$ cat config.mk
export PLATFORM = sky130hd
export DESIGN_NAME = vrt_queue
export DESIGN_NICKNAME = d
export VERILOG_FILES = /design/src/rtl/vrt_queue.sv
export SDC_FILE = /design/constraint.sdc
export NUM_CORES = 1
export LEC_CHECK = 0
export ABC_CLOCK_PERIOD_IN_PS = 2200
export BUFFER_PORTS_ARGS = -buffer_cell sky130_fd_sc_hd__buf_4
export CORE_UTILIZATION = 53
export DETAILED_ROUTE_END_ITERATION = 6
export GPL_TIMING_DRIVEN = 0
export PLACE_DENSITY = 0.92
export SLEW_MARGIN = 20
export SYNTH_ARGS = -nofsm -noshare
export SYNTH_HDL_FRONTEND = slang
export SYNTH_SLANG_ARGS = --single-unit
$ cat constraint.sdc
create_clock -name clk_i -period 2.2 [get_ports clk_i]
set_clock_uncertainty 0.05 [all_clocks]
set_input_delay 0.44 -clock clk_i [delete_from_list [all_inputs] [get_ports clk_i]]
set_output_delay 0.44 -clock clk_i [all_outputs]
set_load 0.1 [all_outputs]
$ cat src/rtl/vrt_queue.sv
// ----------------------------------------------------------------------------
// vrt_queue
// Two-entry queue of set-up rays between the front and the stepping engine.
// ----------------------------------------------------------------------------
module vrt_queue #(
  parameter int unsigned W = 8
) (
  input  logic         clk_i,
  input  logic         rst_ni,
  input  logic         push_i,
  input  logic [W-1:0] data_i,
  input  logic         pop_i,
  output logic [W-1:0] data_o,
  output logic         full_o,
  output logic         empty_o
);
  logic [W-1:0] mem_q [2];
  logic         wr_ptr_q, rd_ptr_q;
  logic [1:0]   cnt_q;

  always_ff @(posedge clk_i or negedge rst_ni) begin
    if (!rst_ni) begin
      wr_ptr_q <= 1'b0;
      rd_ptr_q <= 1'b0;
      cnt_q    <= 2'd0;
    end else begin
      if (push_i) wr_ptr_q <= !wr_ptr_q;
      if (pop_i)  rd_ptr_q <= !rd_ptr_q;
      cnt_q <= cnt_q + {1'b0, push_i} - {1'b0, pop_i};
    end
  end

  always_ff @(posedge clk_i) begin
    if (push_i) mem_q[wr_ptr_q] <= data_i;
  end

  assign data_o  = mem_q[rd_ptr_q];
  assign full_o  = (cnt_q == 2'd2);
  assign empty_o = (cnt_q == 2'd0);
endmodule

==> flow_summary.toml <==
[layout]
fin_nets = 81
drive_gt1_frac = 0.523
diodes = 0
area_delta_synth_final_pct = 26.2
fill_cells = 80

[global_route]
grt_overflow_total = 0
antenna_found_initial = 0
grt_pass1_wl_mm = 1.68
grt_max_degree = 11
grt_pass1_vias = 383
grt_usage = 0.167

[die]
initial_utilization = 0.592
die_h_um = 41.1
core_area_um2 = 1370
die-area_um2 = 1690
rows = 13
top_level_ports = 22
die_w_um = 41.1

[sta]
setup-tns-final_ps = 0
slew_headroom = 0.521
worst_pin_slew_ps = 717
rsz0062_at_grt = "no"
max_freq_mhz = 542
setup_slack_ps = 356
period_needed_ps = 1840
min_period_over_period = 0.838
finalHoldViolCount = 0
finalSetupViolCount = 0
drv_slew = 0

[flow_run]
max-cap-violations = 0

[routing]
vias = 403
remaining_drc_errors = 0
wire_per_inst_um = 14.7
first_pass_iters = 1
drtIter0Drc = 0
routed_wl_mm = 1.18
antenna_left = 0
viasPerCell = 5.04

[placement]
port_buffers = 21
place_ws_ps = 584
dp_hpwl_um = 916
place_congestion = 0.606

[synthesis]
synth_cells = 40
ys_seq_area_frac = 0.718
synth_xor_xnor_area_share = 0.0511
synth_area_um2 = 808
ys_types = 11
ys_ff_latch = 20
yosys.area_share.simple = 0.0279
syn_nets = 54
synth_top_family_by_area = "multiplexers"
synth-warning-count = 0
synth_mux_area_frac = 0.149
synthAdderAreaFrac = 0.0310
synth_compound_area_frac = 0
postSynthAreaPerCell_um2 = 20.2

[clock_network]
postCtsSetupRepairBufs = 0
numCtsBuffers = 3
cts_tree = "done"
clk_latency_ps = 280
root_buffer = "clkbuf_4"
clock-sinks = 20
htreeDepth = 1
hold_buffers = 1
cts.path.max_buffers = 2
path_clk_slew_ps = 100
cts.repair.resized = 0

[setup_path]
worstSetupPathType = "reg -> out"
crit_start = "rd_ptr_q"
start_kind = "flip-flop"
arrival_ps = 1350
worstSetupEndpointType = "output port"
reg2reg_from = "cnt_q[0]"
cp_max_fo = 9
crit_required_ps = 1710

[run_status]
outcome = "complete, no violations"

[hold_path]
hp-start = "pop_i"
hold_path_class = "in -> reg"
-- critical path, cell delays in order (launching register included) --
cell and delay, ps:
dfrtp_1 380, buf_6 150, mux2_4 300, buf_4 230
-- cell type report --
cell class / instances / area (um^2) / share of cell area
Timing Repair Buffer: 22 / 168 / 0.164
Tap cell: 15 / 18.8 / 0.0184
Multi-Input combinational cell: 17 / 211 / 0.207
Inverter: 2 / 7.51 / 0.00736
Buffer: 1 / 11.3 / 0.0110
Sequential cell: 20 / 581 / 0.569
Clock buffer: 3 / 22.5 / 0.0221
-- synthesized netlist by cell type --
cell type / count / area (um^2)
ha_1: 2 / 25.0
edfxtp_1: 16 / 480
dfrtp_1: 4 / 100
inv_1: 2 / 7.51
nor2_1: 1 / 3.75
xor3_1: 1 / 23.8
nor2b_1: 2 / 12.5
buf_6: 1 / 11.3
and2_1: 1 / 6.26
xor2_1: 2 / 17.5
mux2_4: 8 / 120
-- worst paths after layout --
check / slack [ps] / cells past startpoint / endpoint
setup / recovery: 360 / 3 / data_o[3]
hold / removal: 280 / 2 / rd_ptr_q
setup reg to reg: 730 / 5 / cnt_q[1]
hold reg to reg: 450 / 1 / wr_ptr_q
max in group asynchronous: 1570 / 2 / rd_ptr_q
min in group asynchronous: 420 / 2 / wr_ptr_q
-- routing by layer --
layer  share of wire  global-route usage
met1            0.37               0.173
met5               0                   0
met4               0              0.0250
met3           0.036              0.0489
met2            0.59               0.328
-- logic make-up after synthesis --
kind of cell,Yosys count
buffers and inverters,3
DFF,20
muxes,8
and+or+nand+nor,4
xor gates and xnor gates,3
adders and majority gates,2
-- state kept, by name, indices dropped and copies added, names as in the netlist --
name      cells
mem_q        16
wr_ptr_q      1
rd_ptr_q      1
cnt_q         2
-- placed cells by master, fill, tap and decap left out --
master,instances
nor2b_1,1
buf_4,21
xor2_1,2
clkbuf_4,3
inv_1,2
buf_6,1
dlygate4sd3_1,1
mux2_4,8
xor3_1,1
ha_1,2
nor2_1,1
dfrtp_1,4
and2_1,1
edfxtp_1,16
nor2b_2,1
-- stage by stage --
stage,hold slack (ps),util,cells,instance area [um^2]
after floorplan,94.4,-,40,811
after CTS,281,0.746,80,1020
after detailed placement,190,0.723,76,987
after global routing,269,0.746,80,1020
final,284,0.746,80,1020
after global placement,189,0.723,76,987
Power is not shown: default switching activity piles up to over one toggle a cycle in this logic, so the estimate is an artifact.
