<file path="src/rtl/vrt_pkg.sv">
// ----------------------------------------------------------------------------
// vrt_pkg
// Shared types and constants of the voxel ray traversal block.
// ----------------------------------------------------------------------------
package vrt_pkg;

  // ray parameter width, unsigned q8.16
  localparam int unsigned TW     = 24;
  localparam logic [TW-1:0] TSat = 24'hFFFFFF;

  // divider operand widths: dist * len and |d| * 64
  localparam int unsigned NumW = 39;
  localparam int unsigned DenW = 22;

  // integer square root of s << 28
  localparam int unsigned SqW  = 60;
  localparam int unsigned LenW = 30;

  localparam int unsigned RadW = 5;
  localparam logic [RadW-1:0] RadReset = 5'd6;

  // step sign codes, also used for the face normal
  localparam logic [1:0] StepZero = 2'b00;
  localparam logic [1:0] StepPos  = 2'b01;
  localparam logic [1:0] StepNeg  = 2'b11;

  typedef struct packed {
    logic [1:0]    step;
    logic [TW-1:0] tmax;
    logic [TW-1:0] tdelta;
  } axis_t;

  typedef enum logic [2:0] {
    FeIdle, FeSquare, FeSum, FeSqrt, FeMul, FeDivStart, FeDivWait, FePush
  } fe_state_e;

  typedef enum logic {
    BeIdle, BeRun
  } be_state_e;

endpackage

</file>
<file path="src/rtl/vrt_if.sv">


interface vrt_cell_if;
  logic               valid;
  logic               ready;
  logic signed [15:0] cell_x;
  logic signed [15:0] cell_y;
  logic signed [15:0] cell_z;
  logic signed [1:0]  normal_x;
  logic signed [1:0]  normal_y;
  logic signed [1:0]  normal_z;
  logic               cell_valid;
  logic               last;

  modport source (output valid, cell_x, cell_y, cell_z, normal_x, normal_y, normal_z,
                  cell_valid, last, input ready);
  modport sink (input valid, cell_x, cell_y, cell_z, normal_x, normal_y, normal_z,
                cell_valid, last, output ready);
endinterface

</file>
<file path="src/rtl/vrt_back.sv">
// ----------------------------------------------------------------------------
// vrt_back
// Stepping engine: advances the axis with the smallest tMax, one cell a cycle while the output slot is free.
// ----------------------------------------------------------------------------
module vrt_back #(
  parameter int unsigned COORD_BITS = 16,
  parameter int unsigned MAX_STEPS  = 32
) (
  input  logic                          clk_i,
  input  logic                          rst_ni,
  input  vrt_pkg::axis_t [2:0]          axes_i,
  input  logic [3*COORD_BITS-1:0]       cells_i,
  input  logic                          empty_i,
  output logic                          pop_o,
  input  logic [vrt_pkg::RadW-1:0]      radius_i,
  vrt_cell_if.source                    vox
);
  localparam int unsigned ExtW = (COORD_BITS > 16) ? COORD_BITS : 16;
  localparam int unsigned CntW = $clog2(MAX_STEPS + 1);

  vrt_pkg::be_state_e state_q, state_d;

  vrt_pkg::axis_t         axis_q [3];
  logic [COORD_BITS-1:0]  cpos_q [3];
  logic [CntW-1:0]        n_q;
  logic                   ovalid_q;
  logic [15:0]            ocell_q [3];
  logic [1:0]             onorm_q [3];
  logic                   ocv_q, olast_q;

  logic [vrt_pkg::TW-1:0] rad, tnew;
  logic [vrt_pkg::TW:0]   tsum;
  logic [1:0]             sel;
  logic                   cont, next_cont, more_steps, slot_free, fire;
  logic [2:0]             hit, hit_next;
  logic [COORD_BITS-1:0]  cnew [3];
  logic [ExtW-1:0]        cext [3];

  assign rad       = {3'b0, radius_i, 16'b0};
  assign slot_free = !ovalid_q || vox.ready;
  assign fire      = (state_q == vrt_pkg::BeRun) && slot_free;

  // ties: x loses to y, both lose to z
  always_comb begin
    if (axis_q[0].tmax < axis_q[1].tmax) begin
      sel = (axis_q[0].tmax < axis_q[2].tmax) ? 2'd0 : 2'd2;
    end else begin
      sel = (axis_q[1].tmax < axis_q[2].tmax) ? 2'd1 : 2'd2;
    end
  end

  assign tsum = {1'b0, axis_q[sel].tmax} + {1'b0, axis_q[sel].tdelta};
  assign tnew = tsum[vrt_pkg::TW] ? vrt_pkg::TSat : tsum[vrt_pkg::TW-1:0];

  for (genvar a = 0; a < 3; a++) begin : g_axis
    assign hit[a]      = axis_q[a].tmax <= rad;
    assign hit_next[a] = ((sel == 2'(a)) ? tnew : axis_q[a].tmax) <= rad;
    always_comb begin
      cnew[a] = cpos_q[a];
      if (sel == 2'(a)) begin
        cnew[a] = (axis_q[a].step == vrt_pkg::StepPos) ? cpos_q[a] + COORD_BITS'(1)
                                                       : cpos_q[a] - COORD_BITS'(1);
      end
    end
    assign cext[a] = ExtW'(cnew[a]);
  end

  assign cont       = |hit;
  assign more_steps = (n_q + CntW'(1)) < CntW'(MAX_STEPS);
  assign next_cont  = more_steps && (|hit_next);

  // next state
  always_comb begin
    state_d = state_q;
    unique case (state_q)
      vrt_pkg::BeIdle: if (!empty_i) state_d = vrt_pkg::BeRun;
      vrt_pkg::BeRun:  if (fire && !(cont && next_cont)) state_d = vrt_pkg::BeIdle;
      default:         state_d = vrt_pkg::BeIdle;
    endcase
  end

  // outputs
  always_comb begin
    pop_o = (state_q == vrt_pkg::BeIdle) && !empty_i;
  end

  always_ff @(posedge clk_i or negedge rst_ni) begin
    if (!rst_ni) begin
      state_q  <= vrt_pkg::BeIdle;
      ovalid_q <= 1'b0;
    end else begin
      state_q <= state_d;
      if (fire) begin
        ovalid_q <= 1'b1;
      end else if (vox.ready) begin
        ovalid_q <= 1'b0;
      end
    end
  end

  always_ff @(posedge clk_i) begin
    if (pop_o) begin
      for (int a = 0; a < 3; a++) begin
        axis_q[a] <= axes_i[a];
        cpos_q[a] <= cells_i[a*COORD_BITS +: COORD_BITS];
      end
      n_q <= '0;
    end else if (fire) begin
      if (cont) begin
        cpos_q[sel]      <= cnew[sel];
        axis_q[sel].tmax <= tnew;
        n_q              <= n_q + CntW'(1);
        for (int a = 0; a < 3; a++) begin
          ocell_q[a] <= cext[a][15:0];
          onorm_q[a] <= vrt_pkg::StepZero;
        end
        onorm_q[sel] <= (axis_q[sel].step == vrt_pkg::StepPos) ? vrt_pkg::StepNeg
                                                                : vrt_pkg::StepPos;
        ocv_q   <= 1'b1;
        olast_q <= !next_cont;
      end else begin
        // nothing entered: one empty transaction
        for (int a = 0; a < 3; a++) begin
          ocell_q[a] <= '0;
          onorm_q[a] <= vrt_pkg::StepZero;
        end
        ocv_q   <= 1'b0;
        olast_q <= 1'b1;
      end
    end
  end

  assign vox.valid      = ovalid_q;
  assign vox.cell_x     = ocell_q[0];
  assign vox.cell_y     = ocell_q[1];
  assign vox.cell_z     = ocell_q[2];
  assign vox.normal_x   = onorm_q[0];
  assign vox.normal_y   = onorm_q[1];
  assign vox.normal_z   = onorm_q[2];
  assign vox.cell_valid = ocv_q;
  assign vox.last       = olast_q;
endmodule

</file>
<file path="src/flat_wrapper.sv">
// flat-port wrapper written by rule: the top's interface ports become plain ports
module vrt_back_flat 
#(
  parameter int unsigned COORD_BITS = 16,
  parameter int unsigned MAX_STEPS  = 32
)
  (clk_i, rst_ni, axes_i, cells_i, empty_i, pop_o, radius_i, vox_valid, vox_cell_x, vox_cell_y, vox_cell_z, vox_normal_x, vox_normal_y, vox_normal_z, vox_cell_valid, vox_last, vox_ready);
  vrt_cell_if vox_i ();
  input  logic clk_i;
  input  logic rst_ni;
  input  vrt_pkg::axis_t [2:0] axes_i;
  input  logic [3*COORD_BITS-1:0] cells_i;
  input  logic empty_i;
  output logic pop_o;
  input  logic [vrt_pkg::RadW-1:0] radius_i;
  output wire logic [$bits(vox_i.valid)-1:0] vox_valid;
  output wire logic [$bits(vox_i.cell_x)-1:0] vox_cell_x;
  output wire logic [$bits(vox_i.cell_y)-1:0] vox_cell_y;
  output wire logic [$bits(vox_i.cell_z)-1:0] vox_cell_z;
  output wire logic [$bits(vox_i.normal_x)-1:0] vox_normal_x;
  output wire logic [$bits(vox_i.normal_y)-1:0] vox_normal_y;
  output wire logic [$bits(vox_i.normal_z)-1:0] vox_normal_z;
  output wire logic [$bits(vox_i.cell_valid)-1:0] vox_cell_valid;
  output wire logic [$bits(vox_i.last)-1:0] vox_last;
  input wire logic [$bits(vox_i.ready)-1:0] vox_ready;
  assign vox_valid = vox_i.valid;
  assign vox_cell_x = vox_i.cell_x;
  assign vox_cell_y = vox_i.cell_y;
  assign vox_cell_z = vox_i.cell_z;
  assign vox_normal_x = vox_i.normal_x;
  assign vox_normal_y = vox_i.normal_y;
  assign vox_normal_z = vox_i.normal_z;
  assign vox_cell_valid = vox_i.cell_valid;
  assign vox_last = vox_i.last;
  assign vox_i.ready = vox_ready;
  vrt_back #(.COORD_BITS(COORD_BITS), .MAX_STEPS(MAX_STEPS)) u_core (.clk_i(clk_i), .rst_ni(rst_ni), .axes_i(axes_i), .cells_i(cells_i), .empty_i(empty_i), .pop_o(pop_o), .radius_i(radius_i), .vox(vox_i));
endmodule
</file>
<file path="config.mk">
export PLATFORM = sky130hd
export DESIGN_NAME = vrt_back_flat
export DESIGN_NICKNAME = d
export VERILOG_FILES = /design/src/rtl/vrt_pkg.sv /design/src/rtl/vrt_if.sv /design/src/rtl/vrt_back.sv /design/src/flat_wrapper.sv
export SDC_FILE = /design/constraint.sdc
export NUM_CORES = 1
export LEC_CHECK = 0
export CAP_MARGIN = 20
export CORE_MARGIN = 5
export CORE_UTILIZATION = 68
export DETAILED_ROUTE_END_ITERATION = 16
export DONT_BUFFER_PORTS = 1
export HOLD_SLACK_MARGIN = 0.05
export PLACE_DENSITY = 0.84
export SLEW_MARGIN = 15
export SYNTH_ARGS = -nofsm -noshare
export SYNTH_HDL_FRONTEND = slang
export SYNTH_SLANG_ARGS = --single-unit
</file>
<file path="constraint.sdc">
create_clock -name clk_i -period 13.13 [get_ports clk_i]
set_input_delay 1.313 -clock clk_i [delete_from_list [all_inputs] [get_ports clk_i]]
set_output_delay 1.313 -clock clk_i [all_outputs]
set_load 0.02 [all_outputs]
</file>
==> results.txt <==
- For this run, global-route usage on met2 was measured as 0.545.
* Path class of the lowest-slack min-delay path: primary input to async pin
- For this run, the register share of the synthesized area comes to 0.450.
- Mean instance size in the synthesized netlist: 9.46 µm²
* Initial detailed-routing violation count: 1894
* Final total negative setup slack: 0 ps
* Synthesis-to-layout area growth: 6.77%
* Number of instances in the synthesized netlist: 1823
- Net count after synthesis: 2200
- Clock skew on the completed layout was measured at 18.6 ps.
* Met3 Track Usage GR: 0.0559
- The number of hold buffers added after CTS was 0.
- After the last flow step, the layout net total stands at 2166.
- Cell mode on critical path: ha_1
* Post-route antenna net violation count: 0
* Hold Fails Final Rpt: 0
- Number of resized instances in the post-cts repair step: 0
- Startpoint type of the worst setup path: flop
* Remaining max-slew budget at the tightest pin: 0.255
- In the finished design, the share of the clock period the worst path needs comes to 0.636.
* Htree depth: 1
- Arr. time, crit path: 8630 ps
- GR peak layer: met2
* Area of all sequential standard cells: 7770 µm²
- In this run, synthesis inferred 251 flip-flops with an integrated enable.
- Ant. Diodes: 0
- CTS root buffer: clkbuf_16
- CP peak stage delay: 700 ps
- Number of cell rows: 58
* Total Die Area: 28700 µm²
- For the pin with the worst max-slew slack, the measured transition is 1110 ps.
* I/O Buffers: 0
- Total half-perimeter wirelength after legalization and detailed placement: 36.8 mm
- Summing all multi-input logic gate instances after layout gives 8920 µm².
* Slowest library cell on the worst path: or2_4
- Met1 track demand over resource in global routing: 0.482
* Antenna violations before repair: 4
- The cell family contributing the most delay on the critical path is compound AO/OA/AOI/OAI gates.
- At the worst endpoint, the required time is 13410 ps.
- The run finished with clean final reports.
- Entering global routing, the biggest net connects 87 pins.
- Proportion of register bits with asynchronous set or reset after synthesis: 0.00763
* Peak fanout along the critical path: 57
- Across every metal layer, demand over resource in global routing totals 0.340.
- Count of different cell masters after synthesis: 76
* Remaining global-route overflow: 0
* First-pass iteration count of the detailed router: 6
- At the end of routability-driven placement, the weighted congestion stood at 0.998.
- Setup violations remaining at the end of the flow were counted as 0.
* Overall routed net length: 50.2 mm
- The Yosys step of the flow raised 0 warnings.
- STA classifies the critical path endpoint as a flop.
- Die W: 169 µm
* Wire length of the first global-routing pass: 76.8 mm
- The finished layout holds 2137 standard cells, fillers aside.
* Clock insertion delay at the later pin of the skew report: 560 ps
- # Post-CTS Setup Buffers: 0
- The routed layout has 14385 vias.
- Number of violations of the max-capacitance limit: 0
* Vertical die dimension: 169 µm
- For this configuration, the core starts out at a cell density of 0.687.
* Sum of buffers and inverters on the critical path: 1
- TritonCTS sink count: 262
- Vias in the first global route: 13786
- Counting the buffers created by CTS gives 28.
* Drc violations: 0
- After detailed routing, the number of vias per cell comes to 6.73.
- TritonCTS clock tree: yes
* Unrepaired setup endpoints after global routing: false
- The clock passes through at most 3 buffers.
* Placeable core region: 25100 µm²
* F_max: 0.120 GHz
* Fill cells: 1832
* Placed Cells: 2088
- Clock transition at the registers of the reported paths: 60 ps
- Number of register bits inferred by synthesis: 262
- The synthesized netlist occupies a cell area of 17200 µm².
* Max-slew violations: 0
* Category of the critical setup timing path: flop to flop
* Top flip-flop cell by instance count after synthesis: edfxtp_1
- 265 I/O pins were placed.
- Ratio of cells with drive above 1 in the final layout: 0.0537
- The clock period could shrink to 8350 ps.
* Wire per inst: 23.5 µm
-- path summary, 6_finish.rpt --
path	slack [ps]	cells past startpoint	startpoint	endpoint
min in group clk_i	510	2	u_core.n_q[5]$_SDFFE_PP0P_	u_core.n_q[5]$_SDFFE_PP0P_
setup / recovery	4780	28	u_core.axis_q[0][41]$_DFFE_PP_	u_core.vox.last$_SDFFCE_PP1P_
hold / removal	440	0	rst_ni	u_core.state_q$_DFF_PN0_
max in group asynchronous	12620	0	rst_ni	u_core.vox.valid$_DFFE_PN0P_
setup reg to reg	4780	28	u_core.axis_q[0][41]$_DFFE_PP_	u_core.vox.last$_SDFFCE_PP1P_
hold reg to reg	510	2	u_core.n_q[5]$_SDFFE_PP0P_	u_core.n_q[5]$_SDFFE_PP0P_
-- per-layer routing --
metal  vias up  wire (µm)
li1       6573          -
met1      6822      20400
met2       846      23300
met3       136       4920
met4         8       1600
met5         -         48
-- cell usage after synthesis, types with 4 or more instances --
library cell  number  share of area
ha_1             166           0.12
nand3_1           29         0.0084
fa_1               4         0.0046
a2111oi_0          4         0.0020
nor3_1            25         0.0073
clkbuf_1          60          0.013
xor2_1            27          0.014
a21o_1            44          0.019
edfxtp_1         251           0.44
xnor2_1           46          0.023
or3_1              8         0.0029
inv_1             80          0.017
nand4_1           19         0.0069
o21ai_0          108          0.031
dfxtp_1            9          0.010
or2_2              5         0.0018
nor2b_1           20         0.0073
o211ai_1           7         0.0030
and4_1             5         0.0025
o21ai_1           50          0.015
nand2b_1          17         0.0062
o21a_1            18         0.0078
mux2_2             4         0.0026
a211oi_1          16         0.0070
a22o_1             7         0.0036
and3_1            11         0.0040
a31o_2             4         0.0020
and2_1             5         0.0018
a21oi_1          100          0.029
o21bai_1           6         0.0026
nor4_1            17         0.0062
a31oi_1           64          0.023
buf_1              7         0.0015
nor2_1           143          0.031
a211o_1            5         0.0025
nand2_1          346          0.075
buf_2             10         0.0029
mux2i_1           11         0.0064
-- stage by stage --
step | util | worst slack (ps) | area (µm²) | hold WS (ps)
3_3_place_gp | 0.697 | 5130 | 17500 | 479
2_1_floorplan | - | 6470 | 17200 | 470
5_1_grt | 0.733 | 4270 | 18400 | 430
6_report | 0.733 | 4780 | 18400 | 443
3_5_place_dp | 0.697 | 4950 | 17500 | 496
4_1_cts | 0.733 | 4910 | 18400 | 426
-- state kept, by name, indices dropped and copies added, names as in the netlist --
register / cells
u_core.axis_q: 150
u_core.cpos_q: 48
u_core.ocell_q: 48
u_core.n_q: 6
u_core.onorm_q: 6
u_core.state_q: 1
u_core.vox.cell_valid: 1
u_core.vox.last: 1
u_core.vox.valid: 1
-- cells by family (layout without fill, tap and decap cells) --
kind of cell,Yosys count,in the layout,synth area share
and+or+nand+nor,663,663,0.167
muxes,15,15,0.00899
DFF,262,262,0.450
AOI/OAI and AO/OA,480,480,0.175
adders and majority gates,170,170,0.125
xor gates and xnor gates,73,73,0.0371
buffers and inverters,160,144,0.0365
-- placed cells by master (no fill, tap or decap), drive strengths merged, types with 5 or more instances in the layout --
cell,synthesis,routed
a2111oi,6,6
a211o,5,5
a211oi,18,18
a21o,44,44
a21oi,103,103
a22o,7,7
a31o,6,6
a31oi,64,64
and2,6,6
and3,11,11
and4,5,5
buf,19,16
clkbuf,61,35
clkinv,0,8
dfxtp,9,9
edfxtp,251,251
ha,166,166
inv,80,80
mux2i,11,11
nand2,346,346
nand2b,17,17
nand3,29,29
nand4,19,19
nor2,144,144
nor2b,20,20
nor3,27,27
nor4,17,17
o211ai,9,9
o21a,19,19
o21ai,158,158
o21bai,6,6
or2,8,8
or3,8,8
xnor2,46,46
xor2,27,27
-- cell type report --
class,count,share of cell area
tap,330,0.0224
timing repair buffer,16,0.00693
clock inverter,13,0.00775
clock buffer,35,0.0406
inverter,80,0.0163
multi-input combinational,1401,0.484
sequential,262,0.422
Power is not shown: default switching activity piles up to over one toggle a cycle in this logic, so the estimate is an artifact.
